**config.mk**
```make
export PLATFORM = sky130hd
export DESIGN_NAME = flight_timer_with_alerts
export DESIGN_NICKNAME = d
export VERILOG_FILES = /design/src/hw/rtl/ftwa_pkg.sv /design/src/hw/rtl/ftwa_cfg_regs.sv /design/src/hw/rtl/ftwa_step.sv /design/src/hw/rtl/flight_timer_with_alerts.sv
export VERILOG_INCLUDE_DIRS = /design/src /design/src/hw/rtl
export SDC_FILE = /design/constraint.sdc
export NUM_CORES = 1
export LEC_CHECK = 0
export BUFFER_PORTS_ARGS = -buffer_cell sky130_fd_sc_hd__buf_2
export CORE_MARGIN = 2
export CORE_UTILIZATION = 35
export DETAILED_ROUTE_END_ITERATION = 10
export HOLD_SLACK_MARGIN = 0.12
export SKIP_CTS_REPAIR_TIMING = 1
export SLEW_MARGIN = 10
export SYNTH_ARGS = -nofsm -noshare
export SYNTH_HDL_FRONTEND = slang
export SYNTH_SLANG_ARGS = --single-unit
export TNS_END_PERCENT = 20
```
**constraint.sdc**
```tcl
create_clock -name clk -period 14 [get_ports clk]
set_input_delay 0.7 -clock clk [delete_from_list [all_inputs] [get_ports clk]]
set_output_delay 0.7 -clock clk [all_outputs]
set_load 0.1 [all_outputs]
```
**src/hw/rtl/assert_macros.svh**
```systemverilog
// ----------------------------------------------------------------------------
// assert_macros.svh
// Assertion helpers shared by the RTL. They expand to nothing under SYNTH.
// ----------------------------------------------------------------------------
`ifndef ASSERT_MACROS_SVH
`define ASSERT_MACROS_SVH

`ifndef SYNTH

// Property checked on every clock edge outside of reset.
`define FTWA_ASSERT(lbl, clk, rst, prop) \
  lbl: assert property (@(posedge clk) disable iff (rst) (prop)) \
    else $error("assertion failed");

// Property checked on every clock edge, reset included.
`define FTWA_ASSERT_ALWAYS(lbl, clk, prop) \
  lbl: assert property (@(posedge clk) (prop)) \
    else $error("assertion failed");

`else

`define FTWA_ASSERT(lbl, clk, rst, prop)
`define FTWA_ASSERT_ALWAYS(lbl, clk, prop)

`endif

`endif

```
**src/hw/rtl/ftwa_pkg.sv**
```systemverilog
// ----------------------------------------------------------------------------
// ftwa_pkg
// Types and constants shared by the flight timer modules.
// ----------------------------------------------------------------------------
package ftwa_pkg;

  // Full stick travel of the throttle mixer output (a power of two).
  localparam int STICK_TRAVEL = 512;
  // Instance number; names the timer only.
  localparam int TIMER_ID     = 0;
  localparam int PCT_SCALE    = 100;
  localparam int WARN_STEP    = 10;

  // Count range.
  localparam int CNT_W   = 17;
  localparam int CNT_MAX = 65535;
  localparam int CNT_MIN = -65536;

  localparam int CFG_IDX_W  = 2;
  localparam int CFG_DATA_W = 16;

  typedef enum logic [1:0] {
    TT_OFF    = 2'd0,
    TT_HIDDEN = 2'd1,
    TT_UP     = 2'd2,
    TT_DOWN   = 2'd3
  } timer_type_t;

  typedef enum logic [2:0] {
    RS_NEVER    = 3'd0,
    RS_THROTTLE = 3'd1,
    RS_HOLD     = 3'd2,
    RS_MODE     = 3'd3,
    RS_HOLD_INV = 3'd4,
    RS_MODE_INV = 3'd5
  } run_src_t;

  typedef enum logic [CFG_IDX_W-1:0] {
    REG_TIMER_TYPE = 2'd0,
    REG_RUN_SOURCE = 2'd1,
    REG_THRESHOLD  = 2'd2,
    REG_SET_TIME   = 2'd3
  } cfg_reg_t;

  typedef struct packed {
    timer_type_t        timer_type;
    run_src_t           run_source;
    logic signed [7:0]  throttle_threshold;
    logic [15:0]        set_time;
  } cfg_t;

  typedef struct packed {
    logic               restart;
    logic signed [11:0] throttle;
    logic               hold_switch;
    logic               mode_switch;
  } tick_t;

  typedef struct packed {
    logic signed [CNT_W-1:0] count;
    logic                    alert;
    logic                    restart_pending;
  } state_t;

  typedef struct packed {
    logic signed [CNT_W-1:0] count_now;
    logic                    running;
    logic                    alert_on;
    logic                    prewarn;
    logic [1:0]              prewarn_index;
    logic                    timeout_beep;
  } result_t;

endpackage

```
**src/hw/rtl/ftwa_cfg_regs.sv**
```systemverilog
// ----------------------------------------------------------------------------
// ftwa_cfg_regs
// Configuration register file, written through the cfg channel.
// ----------------------------------------------------------------------------
module ftwa_cfg_regs (
  input  logic                                clk,
  input  logic                                rst,
  input  logic                                wr_en,
  input  logic [ftwa_pkg::CFG_IDX_W-1:0]      wr_index,
  input  logic [ftwa_pkg::CFG_DATA_W-1:0]     wr_data,
  output ftwa_pkg::cfg_t                      cfg
);

  // Each register takes the low bits of the write data.
  always_ff @(posedge clk) begin
    if (rst) begin
      cfg.timer_type         <= ftwa_pkg::TT_OFF;
      cfg.run_source         <= ftwa_pkg::RS_NEVER;
      cfg.throttle_threshold <= '0;
      cfg.set_time           <= '0;
    end else if (wr_en) begin
      unique case (ftwa_pkg::cfg_reg_t'(wr_index))
        ftwa_pkg::REG_TIMER_TYPE: begin
          cfg.timer_type <= ftwa_pkg::timer_type_t'(wr_data[1:0]);
        end
        ftwa_pkg::REG_RUN_SOURCE: begin
          cfg.run_source <= ftwa_pkg::run_src_t'(wr_data[2:0]);
        end
        ftwa_pkg::REG_THRESHOLD: begin
          cfg.throttle_threshold <= signed'(wr_data[7:0]);
        end
        ftwa_pkg::REG_SET_TIME: begin
          cfg.set_time <= wr_data[15:0];
        end
        default: begin
        end
      endcase
    end
  end

endmodule

```
**src/hw/rtl/ftwa_step.sv**
```systemverilog
// ----------------------------------------------------------------------------
// ftwa_step
// One tick of the timer: reload, run decision, count, alert and warnings.
// ----------------------------------------------------------------------------
module ftwa_step (
  input  ftwa_pkg::cfg_t    cfg,
  input  ftwa_pkg::tick_t   tick,
  input  ftwa_pkg::state_t  st,
  output ftwa_pkg::state_t  st_next,
  output ftwa_pkg::result_t res
);

  logic               reload;
  logic signed [17:0] set_ext;
  logic signed [17:0] cnt0;
  logic signed [19:0] prod;
  logic signed [19:0] pct;
  logic               src_hit;
  logic               run;
  logic signed [17:0] up_cnt;
  logic signed [17:0] dn_cnt;
  logic signed [17:0] cnt_run;
  logic signed [17:0] left;
  logic               alert_run;
  logic signed [17:0] cnt_new;
  logic               alert_new;
  logic [17:0]        mag_full;
  logic [16:0]        mag;
  logic [5:0]         nib_sum;
  logic               div5;
  logic               pre;
  logic [1:0]         pre_idx;

  // A restart or a pending restart reloads the count first.
  always_comb begin
    set_ext = signed'({2'b00, cfg.set_time});
    reload  = tick.restart || st.restart_pending;
    if (reload) begin
      cnt0 = (cfg.timer_type == ftwa_pkg::TT_UP) ? '0 : set_ext;
    end else begin
      cnt0 = 18'(st.count);
    end
  end

  // Throttle percent, truncated toward zero, and the run source select.
  always_comb begin
    prod = 20'(tick.throttle) * 20'(ftwa_pkg::PCT_SCALE);
    pct  = prod / 20'(ftwa_pkg::STICK_TRAVEL);
    unique case (cfg.run_source)
      ftwa_pkg::RS_THROTTLE: src_hit = pct >= 20'(cfg.throttle_threshold);
      ftwa_pkg::RS_HOLD:     src_hit = tick.hold_switch;
      ftwa_pkg::RS_MODE:     src_hit = tick.mode_switch;
      ftwa_pkg::RS_HOLD_INV: src_hit = !tick.hold_switch;
      ftwa_pkg::RS_MODE_INV: src_hit = !tick.mode_switch;
      default:               src_hit = 1'b0;
    endcase
    run = src_hit &&
          (cfg.timer_type == ftwa_pkg::TT_UP || cfg.timer_type == ftwa_pkg::TT_DOWN);
  end

  // Saturating step in the chosen direction and the alert condition.
  always_comb begin
    up_cnt = (cnt0 < 18'(ftwa_pkg::CNT_MAX)) ? cnt0 + 18'sd1 : cnt0;
    dn_cnt = (cnt0 > 18'(ftwa_pkg::CNT_MIN)) ? cnt0 - 18'sd1 : cnt0;
    if (cfg.timer_type == ftwa_pkg::TT_UP) begin
      cnt_run   = up_cnt;
      alert_run = up_cnt >= set_ext;
      left      = set_ext - up_cnt;
    end else begin
      cnt_run   = dn_cnt;
      alert_run = dn_cnt <= 18'sd0;
      left      = dn_cnt;
    end
    cnt_new   = run ? cnt_run : cnt0;
    alert_new = run ? alert_run : st.alert;
  end

  // Multiple of ten: even, and the hex digit sum is a multiple of five.
  always_comb begin
    mag_full = cnt_new[17] ? unsigned'(-cnt_new) : unsigned'(cnt_new);
    mag      = mag_full[16:0];
    nib_sum  = 6'(mag[3:0]) + 6'(mag[7:4]) + 6'(mag[11:8]) + 6'(mag[15:12]) +
               6'(mag[16]);
    div5     = 1'b0;
    for (int k = 0; k <= 12; k++) begin
      if (nib_sum == 6'(5 * k)) begin
        div5 = 1'b1;
      end
    end
  end

  // Pre-warnings at 10, 20 and 30 seconds left.
  always_comb begin
    pre     = 1'b0;
    pre_idx = 2'd0;
    if (run) begin
      if (left == 18'(ftwa_pkg::WARN_STEP)) begin
        pre = 1'b1;
      end else if (left == 18'(2 * ftwa_pkg::WARN_STEP)) begin
        pre     = 1'b1;
        pre_idx = 2'd1;
      end else if (left == 18'(3 * ftwa_pkg::WARN_STEP)) begin
        pre     = 1'b1;
        pre_idx = 2'd2;
      end
    end
  end

  // Next state and the result of this tick.
  always_comb begin
    st_next.count           = cnt_new[16:0];
    st_next.alert           = alert_new;
    st_next.restart_pending = 1'b0;
    res.count_now           = cnt_new[16:0];
    res.running             = run;
    res.alert_on            = alert_new;
    res.prewarn             = pre;
    res.prewarn_index       = pre_idx;
    res.timeout_beep        = run && alert_new && !mag[0] && div5;
  end

endmodule

```
**src/hw/rtl/flight_timer_with_alerts.sv**
```systemverilog
// ----------------------------------------------------------------------------
// flight_timer_with_alerts
// One-second event timer with limit alert, pre-warnings and timeout beeps.
// ----------------------------------------------------------------------------
// Usage:
//   The tick channel carries one beat per second: restart, throttle and the
//   hold and mode switch levels. Each tick beat yields exactly one result beat
//   on the result channel (count, running, alert, pre-warning, timeout beep).
//   The cfg channel writes timer_type, run_source, throttle_threshold and
//   set_time by index 0 to 3; cfg_ready is always high. Write it only while
//   no tick is in flight.
//   Path: an accepted tick is registered, worked out in a single pass and
//   lands in the result register, where its result beat is valid.
//   Throughput: one tick per cycle while the receiver takes each result;
//   the single-pass step logic between the tick register and the result
//   register allows that rate.
//   Reset clears both registers, the count and the alert, and arms a reload
//   that the first tick performs. When the receiver stalls, the result is
//   held; the tick register takes one more beat only if it is empty, and
//   tick_ready drops once it is full.
// ----------------------------------------------------------------------------
`include "assert_macros.svh"

module flight_timer_with_alerts (
  input  logic                                clk,
  input  logic                                rst,
  // Configuration writes.
  input  logic                                cfg_valid,
  output logic                                cfg_ready,
  input  logic [ftwa_pkg::CFG_IDX_W-1:0]      cfg_index,
  input  logic [ftwa_pkg::CFG_DATA_W-1:0]     cfg_data,
  // Tick beats.
  input  logic                                tick_valid,
  output logic                                tick_ready,
  input  logic                                restart,
  input  logic signed [11:0]                  throttle,
  input  logic                                hold_switch,
  input  logic                                mode_switch,
  // Result beats.
  output logic                                result_valid,
  input  logic                                result_ready,
  output logic signed [ftwa_pkg::CNT_W-1:0]   count_now,
  output logic                                running,
  output logic                                alert_on,
  output logic                                prewarn,
  output logic [1:0]                          prewarn_index,
  output logic                                timeout_beep
);

  ftwa_pkg::cfg_t    cfg;
  ftwa_pkg::tick_t   tick_in;
  ftwa_pkg::tick_t   tick_q;
  logic              tick_full;
  ftwa_pkg::state_t  state;
  ftwa_pkg::state_t  state_next;
  ftwa_pkg::result_t res_next;
  ftwa_pkg::result_t result_q;
  logic              result_full;
  logic              advance;

  // Configuration registers.
  assign cfg_ready = 1'b1;

  ftwa_cfg_regs u_cfg (
    .clk      (clk),
    .rst      (rst),
    .wr_en    (cfg_valid && cfg_ready),
    .wr_index (cfg_index),
    .wr_data  (cfg_data),
    .cfg      (cfg)
  );

  // Handshake: the tick register moves on when the result register is free or its beat is being taken.
  assign advance    = tick_full && (!result_full || result_ready);
  assign tick_ready = !tick_full || advance;

  assign tick_in.restart     = restart;
  assign tick_in.throttle    = throttle;
  assign tick_in.hold_switch = hold_switch;
  assign tick_in.mode_switch = mode_switch;

  // Tick input register.
  always_ff @(posedge clk) begin
    if (rst) begin
      tick_full <= 1'b0;
    end else if (tick_ready) begin
      tick_full <= tick_valid;
    end
  end

  always_ff @(posedge clk) begin
    if (tick_valid && tick_ready) begin
      tick_q <= tick_in;
    end
  end

  // Single-pass step logic.
  ftwa_step u_step (
    .cfg     (cfg),
    .tick    (tick_q),
    .st      (state),
    .st_next (state_next),
    .res     (res_next)
  );

  // Timer state, updated once per processed tick.
  always_ff @(posedge clk) begin
    if (rst) begin
      state.count           <= '0;
      state.alert           <= 1'b0;
      state.restart_pending <= 1'b1;
    end else if (advance) begin
      state <= state_next;
    end
  end

  // Result register.
  always_ff @(posedge clk) begin
    if (rst) begin
      result_full <= 1'b0;
    end else if (advance) begin
      result_full <= 1'b1;
    end else if (result_ready) begin
      result_full <= 1'b0;
    end
  end

  always_ff @(posedge clk) begin
    if (advance) begin
      result_q <= res_next;
    end
  end

  assign result_valid  = result_full;
  assign count_now     = result_q.count_now;
  assign running       = result_q.running;
  assign alert_on      = result_q.alert_on;
  assign prewarn       = result_q.prewarn;
  assign prewarn_index = result_q.prewarn_index;
  assign timeout_beep  = result_q.timeout_beep;

  // Checks on the timer's own logic.
  `FTWA_ASSERT(a_idle_no_flags, clk, rst,
    (result_full && !result_q.running) |-> (!result_q.prewarn && !result_q.timeout_beep))
  `FTWA_ASSERT(a_alert_holds, clk, rst,
    (advance && !res_next.running) |=> $stable(state.alert))
  `FTWA_ASSERT(a_reload_once, clk, rst,
    advance |=> !state.restart_pending)
  `FTWA_ASSERT(a_result_tracks_state, clk, rst,
    advance |=> (result_q.count_now == state.count && result_q.alert_on == state.alert))

endmodule
```
==> results of run 1 <==
-- power breakdown --
| part | internal (uW) | total (uW) | switching [uW] |
|---|---|---|---|
| registers | 279 | 290 | 11.8 |
| clock network | 175 | 279 | 105 |
| logic | 158 | 405 | 247 |
| total | 611 | 975 | 364 |
-- layer usage --
| metal | routed length [um] | global-route usage [%] |
|---|---|---|
| met2 | 12500 | 33.1 |
| met1 | 11300 | 25.5 |
| met4 | 811 | 6.82 |
| met3 | 1300 | 3.08 |
| met5 | 0 | 0 |
-- cell type report --
type	count	area, sq um	area share (%)
Sequential cell	88	2140	21.7
Clock inverter	5	105	1.06
Multi-Input combinational cell	883	6450	65.2
Timing Repair Buffer	71	378	3.82
Tap cell	330	413	4.17
Clock buffer	11	233	2.35
Inverter	45	169	1.71
-- sequential cells by signal, summed over array words and instances, names as in the netlist, 2 cells and up --
signal	count
prewarn_index	2
state	19
count_now	17
tick_q	15
u_cfg.cfg	29
-- cells in the final DEF (no fill, tap or decap), drive strengths merged, types with 36 or more instances in the layout --
| cell type | netlist | layout |
|---|---|---|
| nand2 | 126 | 126 |
| ha | 89 | 89 |
| nor2 | 88 | 88 |
| a21oi | 83 | 83 |
| buf | 17 | 71 |
| dfxtp | 50 | 50 |
| xnor2 | 46 | 46 |
| inv | 45 | 45 |
| o21ai | 44 | 44 |
| edfxtp | 38 | 38 |
| xor2 | 36 | 36 |
-- stage by stage --
| step | utilization (%) | instance area, sq um | power, uW |
|---|---|---|---|
| 2_1_floorplan | - | 8970 | 608 |
| 3_3_place_gp | 37.9 | 9540 | 692 |
| 3_5_place_dp | 37.9 | 9540 | 694 |
| 4_1_cts | 39.2 | 9880 | 981 |
| 5_1_grt | 39.3 | 9890 | 1040 |
| 6_report | 39.3 | 9890 | 975 |
-- worst max-delay path by stage --
stage               cells past startpoint                 from                endpoint
floorplan                              53  tick_q[3]$_DFFE_PP_  timeout_beep$_DFFE_PP_
global placement                       50  tick_q[3]$_DFFE_PP_  timeout_beep$_DFFE_PP_
detailed placement                     49  tick_q[3]$_DFFE_PP_  timeout_beep$_DFFE_PP_
CTS                                    49  tick_q[3]$_DFFE_PP_  timeout_beep$_DFFE_PP_
global route                           50  tick_q[3]$_DFFE_PP_  timeout_beep$_DFFE_PP_
finish                                 49  tick_q[3]$_DFFE_PP_  timeout_beep$_DFFE_PP_
-- kinds of logic after synthesis --
family / Yosys count
adder cells (fa/ha/maj): 106
multiplexers: 19
flip-flops: 88
XOR/XNOR: 82
buffers and inverters: 89
other: 1
AO/OA/AOI/OAI: 290
AND/OR/NAND/NOR: 385
-- cell usage after synthesis (all sizes together) (4+ instances only) --
cell       n
nand2b    12
and2       9
or4        5
o22ai      6
mux2i     18
a31o       8
nor3b     13
nand4     13
a211oi    13
a21oi     83
o31ai     13
nand3     26
xor2      36
and3       7
or3        8
nor4      13
edfxtp    38
o221ai     4
nand2    126
a21o      18
a22oi      8
nand3b     5
xnor2     46
fa        17
a32oi      5
o21ba      4
dfxtp     50
o21ai     44
o311ai     4
buf       17
ha        89
inv       45
a31oi     18
nor2b     10
clkbuf    27
or2        5
o211ai     6
o21a       5
nor4bb     5
nor3      29
nor2      88
a2111oi    6
a21boi     7
nor4b      5
-- worst max-delay path: cells and delay by family, from the launching register on --
kind,cells,cell delay (ns)
buf+inv,4,0.69
compound gates,16,3.26
flops,1,0.43
simple gates,16,3.95
xor+xnor,2,0.48
fa+ha+maj,11,3.45
==> results.txt, run 1 <==
- Startpoint class of the critical path: register
- Routability Congestion: 0.984
- RSZ-0062 raised after global routing: no
- At the pin with the least slew margin, the transition time is 0.994 ns.
- Max-cap violations in this run came to 0.
- Share of cell area taken by muxes after synthesis: 2.13%
* Worst R2R Setup Slack: ~1.5 ns
- Largest buffer count on any clock path: 2
- Per-cell via count in the routed design: roughly 5.7
- Area enclosed by the die boundary: roughly 27000 sq um
- WP data required: about 14 ns
- Deepest level of the CTS H-tree: 3
- Counting the fill cells in the layout gives roughly 2600.
- Final Setup Violations: 0
* Launch point of the worst hold path: u_cfg.cfg[21]$_SDFFE_PP0P_
- Final clock period utilization by the worst path: between 80% and 90%
- Master cell of the clock root buffer: sky130_fd_sc_hd__clkbuf_16
- Number of global-route vias before repair: between 7000 and 8000
- Antenna fix cells: 0
- The worst-case IR drop observed on VDD is 0.0000505 V.
* WL/cell: around 18 um
- Leading cell types by total area after synthesis: sky130_fd_sc_hd__edfxtp_1 13%, sky130_fd_sc_hd__ha_1 12%, sky130_fd_sc_hd__dfxtp_1 11%
- The first global-routing pass estimated between 40000 and 50000 um of wire.
- Count of boundary I/O pins: 64
* Kind of critical path: register to register
- Dividing the synthesized area by the synthesized cell count gives ~8.5 sq um.
* Critical path data arrival time: 12.64 ns
- The worst register-to-register path ends at timeout_beep$_DFFE_PP_.
- For this run, asynchronously set or reset flops after synthesis account for 0%.
* Clock tree from TritonCTS: done
- For this design the static power due to leakage is just under 0.004 uW.
- Final Hold Fails: 0
- Synthesized netlist net count: ~1200
* Total negative slack for setup checks: 0 ns
- The flow ran to the end, and the final reports show no timing, DRC or antenna violations.
* Post-synthesis simple-gate area fraction: a little over a fifth
- The synthesized netlist devotes 23.6% of its cell area to compound gates.
* Count of synthesis-stage warnings from yosys: 0
* Origin of the critical flop-to-flop path: tick_q[3]$_DFFE_PP_
- In this run the worst path has a maximum fanout of 28.
- Once the floorplan was initialized, standard cells occupied a little over a third of the core.
- The number of antenna violations at the first check in global routing is 0.
- In this run the worst hold path is classified as register to register.
- Synthesized flop and latch total: 88
- Summed over all layers, the routed wires come to roughly 26000 um.
- The cell area that synthesis handed to floorplanning was between 8000 and 9000 sq um.
- Worst hold-check slack: between 0.4 and 0.5 ns
- Entering global routing, the biggest net connects 52 pins.
- Clock tree synthesis found a total of 88 sinks.
* Post-synth EDFFs: 38
* Maximum operating frequency: approximately 80 MHz
- Synth Area in Adders: between 15 and 20%
- The die is 164 um tall.
- For the final database, setup skew stands at between 0.01 and 0.015 ns.
* Number of cells on the worst hold path: 2
- Hold Path End: u_cfg.cfg[21]$_SDFFE_PP0P_
- DRC: 0
- Number of cells in the finished layout apart from fillers: ~1400
* Post-layout min period: 12.51 ns
- Critical Path Sink Type: register
- Master of the slowest instance on the critical path: sky130_fd_sc_hd__or4b_1
- Placed Cells incl. Taps: roughly 1400
- The max-slew violation count is 0.
* Library cell appearing most often on the critical path: sky130_fd_sc_hd__ha_1
- Vias after detailed routing: roughly 8000
* Gate count of the mapped netlist: between 1000 and 1500
* Final WS setup: 1.49 ns
- The floorplan step set the die width to between 150 and 200 um.
- GRT Residual Overflow: 0
* Remaining antenna violation count: 0
- Synthesis instantiated a little under 100 different standard cells from the library.
* Post-CTS clock slew at the launch and capture registers of the worst setup and hold paths: 0.07 ns
- Headroom to the max-slew limit came out at approximately a third.
- The initialized floorplan defines between 50 and 60 standard-cell rows.
- Seq/Total Area, Yosys: 23.9%
- Post-synthesis xor/xnor area fraction: 8.01%
* Top flip-flop cell by instance count after synthesis: sky130_fd_sc_hd__dfxtp_1
* Clock latency of the later-clocked register in the worst-skew pair: ~0.36 ns
- All-Layer GR Usage: around a fifth
* Core region area: between 20000 and 30000 sq um
- Yosys top cell by area: sky130_fd_sc_hd__edfxtp_1
* HPWL Detailed: between 20000 and 25000 um
- Signed area change from the synthesized netlist to the final layout: 10.3%
- The final layout contains 1242 nets.
- TritonCTS Buffers: 9
- Summed over its instances, the top area cell type makes up between 10% and 20% of the synthesized netlist area.
- Drt first-iter violations: ~600
* Worst stage delay on the critical path: 0.61 ns
* Power density relative to cell area: between 90 and 100 nW/um^2
* Fraction of layout instances using a drive strength above 1: between 10% and 20%
- For the worst flop-to-flop path, the logic depth is 49.
- Number of iterations in the first detailed-routing pass: 5
* Placement-stage worst setup slack: around 1.1 ns
* Largest family of logic cells by synthesized area: compound AO/OA/AOI/OAI gates
* Count of input and output buffers: slightly above 60
(Power assumes the default switching activity.)
==> run 2: changes to the inputs <==
Settings changed: RECOVER_POWER set to 50.
==> results.txt, run 2 (same netlist as run 1, synthesis figures left out) <==
- The total congestion overflow is 0 (unchanged).
- The number of buffers created by CTS is 9 (unchanged).
- The number of vias in the routed layout came to 8154 (-0.074%).
- Area enclosed by the die boundary: 26900 sq um (unchanged)
* Largest fanout of any net on the critical path: 28 (unchanged)
- The antenna diode count was 0 (unchanged).
* Number of global-route vias before repair: 7741 (unchanged)
- The largest net degree at the start of global routing came to 52 (unchanged).
- The total number of clock tree sinks came to 88 (unchanged).
- Total negative slack for setup checks: 0 ns (unchanged)
- The relative max-transition margin came to -57.9% (-92 points).
* Count of boundary I/O pins: 64 (unchanged)
- Result of the run: complete, but fails checks
* R2R cell count: 49 (unchanged)
- RSZ-0062 raised after global routing: no
* Count of fill cells added during filler insertion: 2591 (+0.23%)
- Leaving out fill and tap cells, the most frequent cell in the layout is sky130_fd_sc_hd__nand2_1.
- The final routed wirelength across all metal layers was 26000 um (+0.17%).
- The maximum level of the CTS H-tree was 3 (unchanged).
- Final Hold Fails: 0 (unchanged)
- In this run the critical register-to-register path is launched from tick_q[3]$_DFFE_PP_.
- The peak supply drop is 0.0000504 V (about the same).
* Levels on crit path: 49 (unchanged)
- The max-cap check violation count is 1 (+1).
- Vert. Die Dim: 164 um (unchanged)
- The required time of the worst setup path came to 14.14 ns (about the same).
- Kind of critical path: register to register
- The overall routing resource usage came to 19.7% (unchanged).
- The leakage power came to 0.00385 uW (-1.1%).
- Kind of cell adding the most delay to the critical path: simple AND/OR/NAND/NOR gates
- The wire length of the first global-routing pass is 41400 um (unchanged).
- Per-cell via count in the routed design: 5.69 (about the same)
- The number of rows created at floorplan was 58 (unchanged).
* WP buf/inv: 4 (unchanged)
- In this run the most critical hold path is launched from u_cfg.cfg[21]$_SDFFE_PP0P_.
- The total power of the final layout is 975 uW (about the same).
* Master of the slowest instance on the critical path: sky130_fd_sc_hd__or4b_1
- Commonest cells after routing, fill and taps aside: 126 x sky130_fd_sc_hd__nand2_1, 89 x sky130_fd_sc_hd__ha_1, 87 x sky130_fd_sc_hd__nor2_1
- Drt first-iter violations: 603 (unchanged)
- The path class of the tightest hold or removal check is register to register.
- Master cell of the clock root buffer: sky130_fd_sc_hd__clkbuf_16
* Clock tree from TritonCTS: done
* Register bank with the most flops: u_cfg.cfg
* Final net count: 1242 (unchanged)
* Largest buffer count on any clock path: 2 (unchanged)
- Clock Skews: 0.0122 ns (+0.00000220 ns)
* Final clock period utilization by the worst path: 89.3% (about the same)
- The number of port buffers was 62 (unchanged).
* WL/cell: 18.1 um (+0.17%)
- Core region area: 25200 sq um (unchanged)
- Signed area change from the synthesized netlist to the final layout: 10.1%
- The die extent in x is 164 um (unchanged).
* Hold Path End: u_cfg.cfg[21]$_SDFFE_PP0P_
- Post-CTS clock slew at the launch and capture registers of the worst setup and hold paths: 0.07 ns (about the same)
* Startpoint class of the critical path: register
- The starting density of the core came to 35.6% (unchanged).
- Worst hold-check slack: 0.498 ns (unchanged)
- Post-layout min period: 12.51 ns (+0.000520 ns)
- Number of cells on the worst hold path: 2 (unchanged)
- The clock insertion delay at the later pin of the skew report came to 0.36 ns (about the same).
- Routability Congestion: 0.984 (unchanged)
- Critical path data arrival time: 12.64 ns (about the same)
- The half-perimeter wire length of the detailed placement result was 20200 um (unchanged).
- Final core area utilization: 39.2% (-0.075 points)
- The number of antenna violations at the first check in global routing is 0 (unchanged).
- DRC: 0 (unchanged)
- Number of iterations in the first detailed-routing pass: 5 (unchanged)
* Worst R2R Setup Slack: 1.49 ns (about the same)
- In this design, the critical path's most frequently occurring cell is sky130_fd_sc_hd__ha_1.
- The worst slack after detailed placement was 1.07 ns (unchanged).
* Endpoint of the lowest-slack register-to-register path: timeout_beep$_DFFE_PP_
- The final reports fail on capacitance limit, slew limit.
* Worst stage delay on the critical path: 0.61 ns (about the same)
* Final WS setup: 1.49 ns (-0.000520 ns)
- The peak clock frequency supported by timing was 79.9 MHz (about the same).
* Remaining antenna violation count: 0 (unchanged)
- Fraction of layout instances using a drive strength above 1: 10.3% (-1.4 points)
- The number of setup violations in the final report was 0 (unchanged).
- Worst Max-Slew Pin Slew: 2.37 ns (+1.37 ns)
* Max FFs per register: 29 (unchanged)
- STA classifies the critical path endpoint as a register.
- The cell area power density is 98.7 nW/um^2 (+0.16%).
* Max Slew Vio Count: 52 (+52)
-- run 2: cell types whose count changed in the layout (fill, tap and decap cells not counted) --
cell and change:
sky130_fd_sc_hd__buf_2 -15, sky130_fd_sc_hd__clkbuf_1 +15, sky130_fd_sc_hd__and2_0 +1, sky130_fd_sc_hd__and2_1 -1
-- run 2: worst register-to-register path: cells and delay by family, from the launching register on --
family | cells | cell delay [ns]
AND/OR/NAND/NOR | 16 | 3.95
flip-flops | 1 | 0.43
AO/OA/AOI/OAI | 16 | 3.26
XOR/XNOR | 2 | 0.48
buffers and inverters | 4 | 0.70
adder cells (fa/ha/maj) | 11 | 3.45
-- run 2: final cells by class --
type | instances | area, sq um | share of cell area, %
clock buffer | 11 | 233 | 2.36
clock inverter | 5 | 105 | 1.06
inverter | 45 | 169 | 1.71
multi-input combinational | 883 | 6450 | 65.3
sequential | 88 | 2140 | 21.7
tap | 330 | 413 | 4.18
timing repair buffer | 71 | 359 | 3.64
-- run 2: worst max-delay path by stage --
| stage | to | slack (ns) | from |
|---|---|---|---|
| 2_1_floorplan | timeout_beep$_DFFE_PP_ | 2.78 | tick_q[3]$_DFFE_PP_ |
| 3_3_place_gp | timeout_beep$_DFFE_PP_ | 1.63 | tick_q[3]$_DFFE_PP_ |
| 3_5_place_dp | timeout_beep$_DFFE_PP_ | 1.07 | tick_q[3]$_DFFE_PP_ |
| 4_1_cts | timeout_beep$_DFFE_PP_ | 0.98 | tick_q[3]$_DFFE_PP_ |
| 5_1_grt | timeout_beep$_DFFE_PP_ | 0.09 | tick_q[3]$_DFFE_PP_ |
| 6_report | timeout_beep$_DFFE_PP_ | 1.49 | tick_q[3]$_DFFE_PP_ |
-- run 2: per-layer routing --
metal  global-route usage [%]  share of wire (%)
met5                        0                  0
met4                     6.82                3.2
met3                     3.08                5.2
met2                     33.1                 48
met1                     25.5                 44
-- run 2: report_power, final --
part | switching, uW | internal, uW | total, uW
logic | 247 | 158 | 405
clock network | 105 | 175 | 280
registers | 11.8 | 279 | 290
-- run 2: metrics by stage --
step | cell area (sq um) | std cells
floorplan | 8970 | 1060
detailed placement | 9540 | 1417
CTS | 9880 | 1433
global route | 9870 | 1433
finish | 9870 | 1433
global placement | 9540 | 1417
